File: config.mk
export PLATFORM = sky130hd
export DESIGN_NAME = pileup_base_strand_counter
export DESIGN_NICKNAME = d
export VERILOG_FILES = /design/src/rtl/pbsc_pkg.sv /design/src/rtl/pileup_base_strand_counter.sv
export SDC_FILE = /design/constraint.sdc
export NUM_CORES = 1
export LEC_CHECK = 0
export ABC_CLOCK_PERIOD_IN_PS = 6100
export BUFFER_PORTS_ARGS = -buffer_cell sky130_fd_sc_hd__buf_2
export CELL_PAD_IN_SITES_DETAIL_PLACEMENT = 1
export CELL_PAD_IN_SITES_GLOBAL_PLACEMENT = 1
export CORE_MARGIN = 10
export CORE_UTILIZATION = 44
export CTS_CLUSTER_SIZE = 14
export DETAILED_ROUTE_END_ITERATION = 7
export HOLD_SLACK_MARGIN = 0.02
export PLACE_DENSITY = 0.93
export SETUP_SLACK_MARGIN = 0.3
export SKIP_CTS_REPAIR_TIMING = 1
export SLEW_MARGIN = 20
export SYNTH_ARGS = -nofsm -noshare
export SYNTH_HDL_FRONTEND = slang
export SYNTH_SLANG_ARGS = --single-unit
File: constraint.sdc
create_clock -name aclk -period 6.1 [get_ports aclk]
set_clock_uncertainty 0.1 [all_clocks]
set_input_delay 0.305 -clock aclk [delete_from_list [all_inputs] [get_ports aclk]]
set_output_delay 0.305 -clock aclk [all_outputs]
set_load 0.01 [all_outputs]
File: src/rtl/pbsc_pkg.sv
// Package for the pileup base/strand counter: parse modes, character codes,
// widths and the base-slot decode. No dependencies.
package pbsc_pkg;

    localparam int COUNT_BITS    = 16;
    localparam int MAX_INDEL_LEN = 1023;
    localparam int INDEL_W       = $clog2(MAX_INDEL_LEN + 1);
    localparam int OUT_CNT_W     = 16;
    localparam int NUM_CNT       = 10;
    localparam int SLOT_W        = $clog2(NUM_CNT);

    localparam int S_TDATA_W = 32;   // 8 + 8 + 8 + 1 packed, byte padded
    localparam int M_TDATA_W = 168;  // 1 + 10 * 16 packed, byte padded

    typedef enum logic [1:0] {
        MODE_NORMAL   = 2'd0,
        MODE_SKIP_ONE = 2'd1,
        MODE_LENGTH   = 2'd2,
        MODE_SKIPPING = 2'd3
    } parse_mode_t;

    localparam logic [7:0] CH_DOLLAR = 8'h24;  // '$'
    localparam logic [7:0] CH_PLUS   = 8'h2B;  // '+'
    localparam logic [7:0] CH_MINUS  = 8'h2D;  // '-'
    localparam logic [7:0] CH_CARET  = 8'h5E;  // '^'
    localparam logic [7:0] CH_DOT    = 8'h2E;  // '.'
    localparam logic [7:0] CH_COMMA  = 8'h2C;  // ','
    localparam logic [7:0] CH_STAR   = 8'h2A;  // '*'
    localparam logic [7:0] CH_UPPER_Z = 8'd90; // above this counts as reverse
    localparam logic [7:0] CH_ZERO   = 8'h30;  // '0'
    localparam logic [7:0] CH_NINE   = 8'h39;  // '9'

    localparam logic [2:0] SLOT_A = 3'd0;
    localparam logic [2:0] SLOT_C = 3'd1;
    localparam logic [2:0] SLOT_G = 3'd2;
    localparam logic [2:0] SLOT_T = 3'd3;
    localparam logic [2:0] SLOT_N = 3'd4;

    // A/C/G/T in either case, everything else is N
    function automatic logic [2:0] base_slot(input logic [7:0] c);
        logic [2:0] r;
        unique case (c)
            8'h41, 8'h61: r = SLOT_A;
            8'h43, 8'h63: r = SLOT_C;
            8'h47, 8'h67: r = SLOT_G;
            8'h54, 8'h74: r = SLOT_T;
            default:      r = SLOT_N;
        endcase
        return r;
    endfunction

endpackage

File: src/rtl/pileup_base_strand_counter.sv
// Pileup base/strand counter top level: character parser, ten saturating
// counters and the result register. Depends on pbsc_pkg.
//
//  channel   dir  handshake          payload
//  s_        in   s_tvalid/s_tready  s_tdata: symbol, quality_char, reference_base,
//                                    clear_counts
//  m_        out  m_tvalid/m_tready  m_tdata: quality_used, fwd_a..fwd_n, rev_a..rev_n
//  cfg_      in   cfg_wen            cfg_wdata: min_base_quality
//
// One character per cycle while m_ takes results: each accepted transfer
// updates parse mode and indel length, clears the counters on clear_counts,
// bumps at most one counter in the accept cycle; its result shows on m_ on the
// next cycle. s_tready is high while the result slot is empty or being taken,
// so transfers stream back to back and a stall on m_ holds s_ off. Synchronous
// active-low reset clears mode, indel length, counters, threshold and the result valid flag.
module pileup_base_strand_counter
    import pbsc_pkg::*;
(
    input  logic                 aclk,
    input  logic                 aresetn,

    input  logic                 s_tvalid,
    output logic                 s_tready,
    // [7:0] symbol, [15:8] quality_char, [23:16] reference_base,
    // [24] clear_counts, [31:25] zero
    input  logic [S_TDATA_W-1:0] s_tdata,

    output logic                 m_tvalid,
    input  logic                 m_tready,
    // [0] quality_used, then 16 bits each from bit 1 up: fwd_a, fwd_c, fwd_g,
    // fwd_t, fwd_n, rev_a, rev_c, rev_g, rev_t, rev_n; [167:161] zero
    output logic [M_TDATA_W-1:0] m_tdata,

    input  logic                 cfg_wen,
    input  logic [7:0]           cfg_wdata
);

    localparam logic [COUNT_BITS-1:0] CNT_MAX = '1;
    localparam int                    PROD_W  = INDEL_W + 4;
    localparam logic [PROD_W-1:0]     LEN_MAX = PROD_W'(MAX_INDEL_LEN);

    // state
    parse_mode_t             mode_reg, mode_next;
    logic [INDEL_W-1:0]      rem_reg, rem_next;
    logic [COUNT_BITS-1:0]   cnt_reg  [NUM_CNT];
    logic [COUNT_BITS-1:0]   cnt_next [NUM_CNT];
    logic [7:0]              min_q_reg;
    logic                    m_tvalid_reg;
    logic                    used_reg, used_next;

    // input fields
    logic [7:0] symbol, quality_char, reference_base;
    logic       clear_counts;
    logic       s_accept;

    assign symbol         = s_tdata[7:0];
    assign quality_char   = s_tdata[15:8];
    assign reference_base = s_tdata[23:16];
    assign clear_counts   = s_tdata[24];

    assign s_tready = !m_tvalid_reg || m_tready;
    assign s_accept = s_tvalid && s_tready;

    // decode
    logic              is_digit;
    logic [PROD_W-1:0] len_acc;
    logic [INDEL_W-1:0] rem_dec;
    logic              run_normal;

    assign is_digit = (symbol >= CH_ZERO) && (symbol <= CH_NINE);
    // length * 10 + digit, as two shifts and adds
    assign len_acc  = (PROD_W'(rem_reg) << 3) + (PROD_W'(rem_reg) << 1)
                    + PROD_W'(symbol[3:0]);
    assign rem_dec  = rem_reg - INDEL_W'(1);

    // next parse mode and indel length
    always_comb begin
        mode_next  = mode_reg;
        rem_next   = rem_reg;
        run_normal = 1'b0;
        unique case (mode_reg)
            MODE_SKIP_ONE: mode_next = MODE_NORMAL;
            MODE_LENGTH: begin
                if (is_digit) begin
                    rem_next = (len_acc > LEN_MAX) ? INDEL_W'(MAX_INDEL_LEN)
                                                   : len_acc[INDEL_W-1:0];
                end else if (rem_reg == '0) begin
                    mode_next  = MODE_NORMAL;
                    run_normal = 1'b1;
                end else begin
                    // this symbol is the first skipped character
                    rem_next  = rem_dec;
                    mode_next = (rem_dec != '0) ? MODE_SKIPPING : MODE_NORMAL;
                end
            end
            MODE_SKIPPING: begin
                if (rem_reg != '0) begin
                    rem_next = rem_dec;
                end
                if (rem_reg == '0 || rem_dec == '0) begin
                    mode_next = MODE_NORMAL;
                end
            end
            MODE_NORMAL: run_normal = 1'b1;
            default:     mode_next = MODE_NORMAL;
        endcase

        if (run_normal) begin
            if (symbol == CH_CARET) begin
                mode_next = MODE_SKIP_ONE;
            end else if (symbol == CH_PLUS || symbol == CH_MINUS) begin
                mode_next = MODE_LENGTH;
                rem_next  = '0;
            end
        end
    end

    // counter select and quality consumption
    logic              bump_en;
    logic [SLOT_W-1:0] bump_idx;
    logic              rev_strand;
    logic [2:0]        slot;

    always_comb begin
        used_next  = 1'b0;
        rev_strand = 1'b0;
        slot       = SLOT_N;
        if (run_normal) begin
            priority if (symbol == CH_DOLLAR || symbol == CH_STAR ||
                         symbol == CH_CARET  || symbol == CH_PLUS ||
                         symbol == CH_MINUS) begin
                used_next = 1'b0;
            end else if (symbol == CH_DOT || symbol == CH_COMMA) begin
                used_next  = 1'b1;
                rev_strand = (symbol == CH_COMMA);
                slot       = base_slot(reference_base);
            end else begin
                used_next  = 1'b1;
                rev_strand = (symbol > CH_UPPER_Z);
                slot       = base_slot(symbol);
            end
        end
        bump_en  = used_next && (quality_char >= min_q_reg);
        bump_idx = rev_strand ? SLOT_W'(slot) + SLOT_W'(5) : SLOT_W'(slot);
    end

    // clear first, then saturating increment of the selected counter
    always_comb begin
        for (int k = 0; k < NUM_CNT; k++) begin
            cnt_next[k] = clear_counts ? '0 : cnt_reg[k];
            if (bump_en && bump_idx == SLOT_W'(k) && cnt_next[k] != CNT_MAX) begin
                cnt_next[k] = cnt_next[k] + COUNT_BITS'(1);
            end
        end
    end

    always_ff @(posedge aclk) begin
        if (!aresetn) begin
            mode_reg     <= MODE_NORMAL;
            rem_reg      <= '0;
            min_q_reg    <= '0;
            m_tvalid_reg <= 1'b0;
            used_reg     <= 1'b0;
            for (int k = 0; k < NUM_CNT; k++) begin
                cnt_reg[k] <= '0;
            end
        end else begin
            if (cfg_wen) begin
                min_q_reg <= cfg_wdata;
            end
            if (s_accept) begin
                mode_reg     <= mode_next;
                rem_reg      <= rem_next;
                used_reg     <= used_next;
                m_tvalid_reg <= 1'b1;
                for (int k = 0; k < NUM_CNT; k++) begin
                    cnt_reg[k] <= cnt_next[k];
                end
            end else if (m_tready) begin
                m_tvalid_reg <= 1'b0;
            end
        end
    end

    // counters change only on an accepted transfer, which also loads the
    // result slot, so the result reads them straight from the registers
    always_comb begin
        m_tdata    = '0;
        m_tdata[0] = used_reg;
        for (int k = 0; k < NUM_CNT; k++) begin
            m_tdata[1 + k*OUT_CNT_W +: OUT_CNT_W] = OUT_CNT_W'(cnt_reg[k]);
        end
    end

    assign m_tvalid = m_tvalid_reg;

    // ---- assertions ----
    a_result_follows: assert property (@(posedge aclk) disable iff (!aresetn)
        s_accept |=> m_tvalid)
        else $error("accepted transfer produced no result");

    a_skip_one_lasts_one: assert property (@(posedge aclk) disable iff (!aresetn)
        (s_accept && mode_reg == MODE_SKIP_ONE) |=> mode_reg != MODE_SKIP_ONE)
        else $error("skip-one mode held over a transfer");

    a_skipping_nonzero: assert property (@(posedge aclk) disable iff (!aresetn)
        mode_reg == MODE_SKIPPING |-> rem_reg != '0)
        else $error("skipping mode with zero remaining length");

    a_len_bounded: assert property (@(posedge aclk) disable iff (!aresetn)
        rem_reg <= INDEL_W'(MAX_INDEL_LEN))
        else $error("indel length above limit");

    a_used_only_counting: assert property (@(posedge aclk) disable iff (!aresetn)
        (s_accept && used_next) |-> run_normal)
        else $error("quality consumed outside normal handling");

endmodule

==> qor.log, run 1 <==
INFO  die            num_rows=61
INFO  worst_setup_path setup.reg_to_reg.worst_slack=1.03ns
INFO  synth          synth_ff_type=edfxtp_1
INFO  power          pint=2.271mW
INFO  synth          synth_cell_type_count=84
INFO  hold_path      worstHoldPathType=in2reg
INFO  placed_design  port_buffers=199
INFO  power          power.share.combinational=13.1%
INFO  cts            cts_num_sinks=182
INFO  grt            first_global_vias=12210
INFO  timing         fin_crit=5.066ns
INFO  timing         finalMaxSlewViolations=0
INFO  layout         antenna_cells=0
INFO  timing         total_negative_slack=0ns
INFO  power          switching_share=28.47%
INFO  status         status=finished clean
INFO  worst_setup_path cpLargestDelayFamily=simple AND/OR/NAND/NOR gates
INFO  worst_setup_path arrival=5.25ns
INFO  grt            grt_antenna_before_repair=0
INFO  die            initial_core_util=44.66%
INFO  grt            track_usage=23.48%
INFO  hold_path      whs_endpoint=min_q_reg[7]$_SDFFE_PN0P_
INFO  power          power.density_cell_area=221.5mW/mm^2
INFO  timing         hold_viol_final=0
INFO  die            io_pins=215
INFO  synth          synthesis.area_per_instance=9.205squm
INFO  worst_setup_path critical_path_peak_fanout=34
INFO  power          seqPwrFrac=47.7%
INFO  worst_setup_path cp-start-kind=flip-flop
INFO  drt            drtPass1Iterations=5
INFO  synth          portion_of_the_post_synthesis_area_used_by_sequential_elements=42.27%
INFO  layout         flow.area_growth_from_synthesis=15.52%
INFO  worst_setup_path worst-r2r-cell-count=15
INFO  cts            clk_root_buffer_cell=clkbuf_16
INFO  timing         setup_viol=0
INFO  layout         drive_above_1_share=18.01%
INFO  worst_setup_path critPathKind=reg2reg
INFO  synth          postSynth.asyncResetShare=0%
INFO  power          netSwitchingPower=903.9uW
INFO  drt            avgRoutedWirePerCell=22.41um
INFO  placed_design  gp_congestion=0.8682
INFO  worst_setup_path critPathMostFrequentCell=ha_1
INFO  cts            cts_tree=done
INFO  die            die_area=0.03532sqmm
INFO  layout         largest_reg_flops=160
INFO  worst_setup_path end_kind=flip-flop
INFO  worst_setup_path critical_path.reg2reg.startpoint=rem_reg[0]$_SDFFE_PN0P_
INFO  synth          area_of_the_mapped_netlist=0.01241sqmm
INFO  power          relative_contribution_of_the_clock_network_to_total_power=39.3%
INFO  flow_run       cap_viol_max_count=0
INFO  power          power_leakage=5.352nW
INFO  timing         relSlewSlack=26.38%
INFO  synth          synth.cells.most_frequent=160 x edfxtp_1, 130 x nor2_1, 91 x xnor2_1, 85 x nand2_1, 83 x nand3_1
INFO  drt            initialDrtViolationCount=973
INFO  worst_setup_path critical_path_required=6.29ns
INFO  die            core_area=0.02778sqmm
INFO  worst_setup_path crit_path_max_incr_delay=0.69ns
INFO  synth          yosys.area.top_type_share=38.72%
INFO  cts            number_of_buffers_added_by_the_clock_tree_synthesis_step=17
INFO  worst_setup_path cp_slowest_cell=or4_1
INFO  synth          synth_cells=1348
INFO  cts            clk-insertion-delay-late=0.44ns
INFO  synth          synth-warning-count=0
INFO  drt            drt-vias-per-instance=6.122
INFO  worst_setup_path cp_num_buf_inv=2
INFO  grt            largest_net_degree_at_the_start_of_global_routing=72
INFO  drt            post_route_ant_nets=0
INFO  synth          synth.most_common_cell=edfxtp_1
INFO  synth          most_area_hungry_cell_type_in_the_yosys_netlist=edfxtp_1
INFO  timing         final_min_period_over_clock_period=83.04%
INFO  worst_setup_path timing.critical_path.cells=inv_1 -> ha_1 -> or3b_1 -> nor4_2 -> a31oi_1 -> or2_2 -> nor2_1 -> ha_1 -> o21a_1 -> o211a_1 -> nand4_1 -> buf_4 -> or4_1 -> or3_1 -> a21oi_1
INFO  synth          ys_ff_latch=182
INFO  grt            grt-ovfl-total=0
INFO  drt            post-route-drc-count=0
INFO  timing         max_fclk=197.4MHz
INFO  timing         grt_setup_unrepaired=false
INFO  layout         non_filler_instance_count_after_layout=1899
INFO  placed_design  place_inst=1866
INFO  die            dieHeight=187.9um
INFO  placed_design  place_hpwl=29230um
INFO  die            die_x=187.9um
INFO  cts            clk_transition_reported_paths=0.08ns
INFO  cts            clock_tree.htree_level_count=4
INFO  drt            num_vias=11630
INFO  drt            detailed_route_wl=42550um
INFO  cts            clk_path_buf_depth=2
INFO  synth          synth.area.top_cells=edfxtp_1 39%, xnor2_1 6.4%, ha_1 4.0%, nor2_1 3.9%, dfxtp_1 3.5%
INFO  layout         nets=1595
INFO  power          vdd_drop_max=146.6uV
INFO  worst_setup_path worstReg2RegEnd=cnt_reg[2][13]$_SDFFCE_PN0P_
INFO  grt            grt_first_pass_wirelength=68050um
INFO  timing         timing_worst_slew_pin_value=1.103ns
INFO  synth          synth-edff-count=160
INFO  hold_path      worst_hold_path_stage_count=3
INFO  hold_path      timing.hold.worst.start=cfg_wdata[7]
[cell type report]
class                   count  area, sq um
clock buffers              18        429.2
clock inverters            14        210.2
fillers                  3291        13450
inverters                  42        162.7
multi-input cells        1051         6703
flip-flops and latches    182         5245
well taps                 378        473.0
repair buffers            214         1111
[per-layer routing]
metal | GRT usage [%] | routed length [um] | share of wire, %
met1 | 28.21 | 17090 | 40
met2 | 39.76 | 20890 | 49
met3 | 5.473 | 3170 | 7.4
met4 | 9.323 | 1406 | 3.3
met5 | 0 | 0 | 0
[power groups by stage]
stage | sequential [mW] | clock (mW) | combinational [mW]
after detailed placement | 1.53 | 0 | 0.408
after CTS | 1.51 | 1.26 | 0.415
after floorplan | 1.55 | 0 | 0.209
after global placement | 1.53 | 0 | 0.390
after global routing | 1.52 | 1.31 | 0.452
final | 1.51 | 1.25 | 0.415
[how the worst max path moves through the flow]
stage / slack (ns) / start / endpoint / cells past startpoint
floorplan: 0.68 / m_tvalid$_SDFFE_PN0P_ / rem_reg[5]$_SDFFE_PN0P_ / 8
global placement: 1.30 / rem_reg[0]$_SDFFE_PN0P_ / cnt_reg[2][13]$_SDFFCE_PN0P_ / 15
detailed placement: 1.16 / rem_reg[0]$_SDFFE_PN0P_ / cnt_reg[2][13]$_SDFFCE_PN0P_ / 15
CTS: 1.08 / rem_reg[0]$_SDFFE_PN0P_ / cnt_reg[2][13]$_SDFFCE_PN0P_ / 15
global route: 0.72 / rem_reg[0]$_SDFFE_PN0P_ / cnt_reg[2][11]$_SDFFCE_PN0P_ / 15
finish: 1.03 / rem_reg[0]$_SDFFE_PN0P_ / cnt_reg[2][13]$_SDFFCE_PN0P_ / 15
[cells by family (layout without fill, tap and decap cells)]
logic type,count (synthesis),count (layout),share of synthesized area [%]
simple gates,655,655,28.78
compound gates,228,228,11.78
flops,182,182,42.27
buf+inv,121,288,4.175
xor+xnor,98,98,6.917
fa+ha+maj,42,42,4.356
mux,21,21,1.694
other cells,1,7,0.03022
[worst min-delay path, stage by stage]
cell and delay (ns):
buf_2 0.08, mux2i_1 0.06, nor2b_1 0.09
[per-stage QoR]
stage               power, mW  util [%]  setup WS (ns)  cell area, sq um  hold slack, ns
floorplan               1.762         -         0.6767             12430          0.3263
detailed placement      1.942     49.19          1.157             13670          0.3793
global route            3.282     51.59         0.7171             14330         0.03948
global placement        1.918     49.19          1.303             13670          0.3346
CTS                     3.181     51.50          1.077             14310         0.01372
finish                  3.175     51.59          1.034             14330         0.02251
[cells in the final DEF, fill, tap and decap left out, drive strengths merged, types with 6 or more instances in the layout]
cell and instances:
ha 40, and3 39, clkbuf 18, o211ai 16, a31o 7, edfxtp 160
nand4 23, nand4b 7, or3 40, o21ai 61, nor4 49, nor2b 61
xor2 7, buf 213, dfxtp 22, nand2 85, nand2b 32, or4 12
a21oi 66, nor2 131, xnor2 91, conb 7, nor3 49, inv 49
o21a 20, o31ai 6, and2 6, nand3 83, mux2i 21, a21o 7
nor3b 9
No activity file was read; power rests on OpenSTA's default activity.
==> run 2: changes to the inputs <==
--- a/config.mk
+++ b/config.mk
@@ -5,16 +5,17 @@
 export SDC_FILE = /design/constraint.sdc
 export NUM_CORES = 1
 export LEC_CHECK = 0
-export ABC_CLOCK_PERIOD_IN_PS = 6100
+export ABC_AREA = 1
+export ABC_CLOCK_PERIOD_IN_PS = 4100
 export BUFFER_PORTS_ARGS = -buffer_cell sky130_fd_sc_hd__buf_2
 export CELL_PAD_IN_SITES_DETAIL_PLACEMENT = 1
 export CELL_PAD_IN_SITES_GLOBAL_PLACEMENT = 1
 export CORE_MARGIN = 10
-export CORE_UTILIZATION = 44
+export CORE_UTILIZATION = 38
 export CTS_CLUSTER_SIZE = 14
 export DETAILED_ROUTE_END_ITERATION = 7
 export HOLD_SLACK_MARGIN = 0.02
-export PLACE_DENSITY = 0.93
+export PLACE_DENSITY = 0.89
 export SETUP_SLACK_MARGIN = 0.3
 export SKIP_CTS_REPAIR_TIMING = 1
 export SLEW_MARGIN = 20
==> constraint.sdc (replaced) <==
create_clock -name aclk -period 4.1 [get_ports aclk]
set_clock_uncertainty 0.1 [all_clocks]
set_input_delay 0.205 -clock aclk [delete_from_list [all_inputs] [get_ports aclk]]
set_output_delay 0.205 -clock aclk [all_outputs]
set_load 0.01 [all_outputs]
==> run 2 against run 1 <==
Net effect:
- fmax increased by 43%
- clock-buffer cell count decreased by 1
- sequential share of layout area decreased by 5.0 points
- critical path depth increased by 6
- synthesized area increased by 16%
- setup slack got worse by 0.48 ns
- synthesized cell count increased by 55%
- sequential power increased by 46%
- via count increased by 26%
- worst hold slack improved by 0.019 ns
- combinational power increased by 110%
==> qor.log, run 2 <==
INFO  timing         timing_worst_slew_pin_value=1.119ns
INFO  synth          synth.cells.most_frequent=449 x nand2_1, 394 x nor2_1, 301 x inv_1, 174 x a21oi_1, 171 x nand3_1
INFO  synth          portion_of_the_post_synthesis_area_used_by_sequential_elements=36.31%
INFO  layout         non_filler_instance_count_after_layout=2797
INFO  timing         relSlewSlack=25.41%
INFO  die            io_pins=215
INFO  layout         layout.filler_cells=4908
INFO  drt            detailed_route_wl=49490um
INFO  layout         postLayoutCoreUtil=44.18%
INFO  power          pint=3.296mW
INFO  drt            num_vias=14660
INFO  timing         layout_setup_ws=0.5535ns
INFO  worst_setup_path critical_path_peak_fanout=31
INFO  timing         timing.hold.ws=0.04145ns
INFO  synth          most_area_hungry_cell_type_in_the_yosys_netlist=edfxtp_1
INFO  power          power.share.combinational=17.8%
INFO  timing         fin_crit=3.547ns
INFO  timing         hold_viol_final=0
INFO  cts            clk_transition_reported_paths=0.08ns
INFO  placed_design  port_buffers=199
INFO  drt            initialDrtViolationCount=762
INFO  layout         nets=2357
INFO  hold_path      worst_hold_path_stage_count=3
INFO  timing         grt_setup_unrepaired=false
INFO  die            core_area=0.03758sqmm
INFO  worst_setup_path critical_path.reg2reg.startpoint=rem_reg[0]$_SDFFE_PN0P_
INFO  worst_setup_path cpLargestDelayFamily=simple AND/OR/NAND/NOR gates
INFO  timing         total_negative_slack=0ns
INFO  timing         finalMaxSlewViolations=0
INFO  cts            clk_path_buf_depth=2
INFO  grt            grt_antenna_before_repair=3
INFO  power          netSwitchingPower=1.546mW
INFO  die            die_area=0.04622sqmm
INFO  flow_run       cap_viol_max_count=0
INFO  worst_setup_path cp_num_buf_inv=5
INFO  synth          synth.area.top_cells=edfxtp_1 33%, nand2_1 12%, nor2_1 10%, inv_1 7.8%, a21oi_1 6.0%
INFO  worst_setup_path cp.depth=21
INFO  layout         multi_input_comb_area=0.007581sqmm
INFO  worst_setup_path end_kind=flip-flop
INFO  power          switching_share=31.94%
INFO  grt            grt-ovfl-total=0
INFO  placed_design  gp_congestion=0.8985
INFO  die            num_rows=71
INFO  worst_setup_path worstSetupStartpoint=rem_reg[0]$_SDFFE_PN0P_
INFO  worst_setup_path cp-start-kind=flip-flop
INFO  die            dieHeight=215.0um
INFO  layout         drive_above_1_share=14.41%
INFO  synth          postSynth.asyncResetShare=0%
INFO  worst_setup_path cp_slowest_cell=dfxtp_1
INFO  placed_design  place_inst=2746
INFO  drt            post_route_ant_nets=0
INFO  worst_setup_path critPathKind=reg2reg
INFO  power          relative_contribution_of_the_clock_network_to_total_power=36.5%
INFO  cts            cts_tree=done
INFO  synth          synth.most_common_cell=nand2_1
INFO  layout         largest_reg_flops=160
INFO  cts            clock_tree.htree_level_count=4
INFO  die            die_x=215.0um
INFO  power          seqPwrFrac=45.7%
INFO  synth          synth-warning-count=0
INFO  layout         layout.cells.most_common=nand2_1
INFO  layout         post-route-cell-area=0.01660sqmm
INFO  layout         layout_common_cells=448 x nand2_1, 391 x nor2_1, 300 x inv_1, 198 x buf_2, 174 x a21oi_1
INFO  layout         flow.area_growth_from_synthesis=14.91%
INFO  placed_design  place_hpwl=35110um
INFO  placed_design  dp_slack=0.2919ns
INFO  grt            grt_first_pass_wirelength=77750um
INFO  drt            drt-vias-per-instance=5.242
INFO  drt            post-route-drc-count=0
INFO  timing         setup_viol=0
INFO  placed_design  postPlaceCellArea=0.01578sqmm
INFO  die            initial_core_util=38.44%
INFO  power          p_total=4.842mW
INFO  hold_path      worstHoldPathType=in2reg
INFO  hold_path      timing.hold.worst.start=cfg_wdata[7]
INFO  grt            track_usage=20.33%
INFO  synth          area_of_the_mapped_netlist=0.01445sqmm
INFO  worst_setup_path crit_path_max_incr_delay=0.41ns
INFO  grt            first_global_vias=15360
INFO  drt            avgRoutedWirePerCell=17.70um
INFO  synth          synth_cells=2092
INFO  cts            cts_num_sinks=182
INFO  grt            largest_net_degree_at_the_start_of_global_routing=162
INFO  layout         area_taken_by_flip_flops_and_latches=0.005245sqmm
INFO  cts            clk-insertion-delay-late=0.47ns
INFO  status         status=finished clean
INFO  worst_setup_path worst-r2r-cell-count=21
INFO  power          power.density_cell_area=291.7mW/mm^2
INFO  timing         final_min_period_over_clock_period=86.50%
INFO  synth          ys_ff_latch=182
INFO  cts            number_of_buffers_added_by_the_clock_tree_synthesis_step=17
INFO  drt            drtPass1Iterations=4
INFO  synth          synth_ff_type=edfxtp_1
INFO  timing         max_fclk=282.0MHz
INFO  synth          synth_cell_type_count=48
INFO  synth          synth-edff-count=160
INFO  cts            clk_root_buffer_cell=clkbuf_16
INFO  worst_setup_path critical_path_required=4.22ns
INFO  worst_setup_path arrival=3.67ns
INFO  power          power_leakage=7.516nW
INFO  worst_setup_path timing.critical_path.cells=inv_1 -> ha_1 -> nand2_2 -> nor3_4 -> nand3_1 -> nand2_4 -> nand2_1 -> inv_1 -> ha_1 -> inv_1 -> nand2_1 -> inv_1 -> nand2_1 -> nand2_1 -> nor2_1 -> nand2_2 -> nor2_2 -> buf_8 -> nand3_1 -> nand2_1 -> nor2_1
INFO  worst_setup_path critPathMostFrequentCell=nand2_1
INFO  synth          yosys.area.top_type_share=33.26%
INFO  power          vdd_drop_max=265.7uV
INFO  synth          synthesis.area_per_instance=6.906squm
==> run 2: cell count changes after synthesis, moves of 43 or more <==
cell     change
nand3_1     +88
nor2b_1     -61
inv_1      +259
nand2_1    +364
a21oi_1    +108
xor2_1      +43
nor2_1     +264
xnor2_1     -78
==> run 2: tightest hold or removal path, stage by stage <==
cell	delay, ns
buf_2	0.07
o21ai_0	0.12
a21oi_1	0.16
==> run 2: final timing paths <==
check             slack, ns                     endpoint
hold / removal         0.04    min_q_reg[7]$_SDFFE_PN0P_
hold reg to reg        0.40    min_q_reg[7]$_SDFFE_PN0P_
setup reg to reg       0.55  cnt_reg[1][7]$_SDFFCE_PN0P_
setup / recovery       0.55  cnt_reg[1][7]$_SDFFCE_PN0P_
==> run 2: kinds of logic (layout without fill, tap and decap cells) <==
group | Yosys count | in the layout | synth area share (%)
AND/OR/NAND/NOR | 1187 | 1188 | 36.19
AO/OA/AOI/OAI | 222 | 222 | 8.150
adder cells (fa/ha/maj) | 42 | 42 | 3.742
buffers and inverters | 395 | 579 | 11.76
other | 1 | 10 | 0.02596
XOR/XNOR | 63 | 63 | 3.820
flip-flops | 182 | 182 | 36.31
==> run 2: power by group through the flow <==
stage                     Combinational [mW]  Sequential (mW)  Clock, mW
final                                  0.863             2.21       1.77
after global routing                   0.951             2.22       1.86
after CTS                              0.836             2.21       1.80
after detailed placement               0.830             2.25          0
after global placement                 0.794             2.25          0
after floorplan                        0.479             2.28          0
==> run 2: area by class of cell <==
cell class                      instances  area share (%)
Antenna cell                            3         0.04522
Clock buffer                           17           2.563
Clock inverter                         15           1.017
Inverter                              312           7.107
Multi-Input combinational cell       1522           45.67
Sequential cell                       182           31.59
Tap cell                              511           3.851
Timing Repair Buffer                  235           8.155
==> run 2: per-layer routing <==
metal	vias to the layer above	global-route usage, %	part of all wire (%)
met5	-	0	0
met4	0	8.097	2.9
met3	79	3.989	4.2
met2	299	36.99	51
met1	7159	22.84	42
li1	7125	-	-
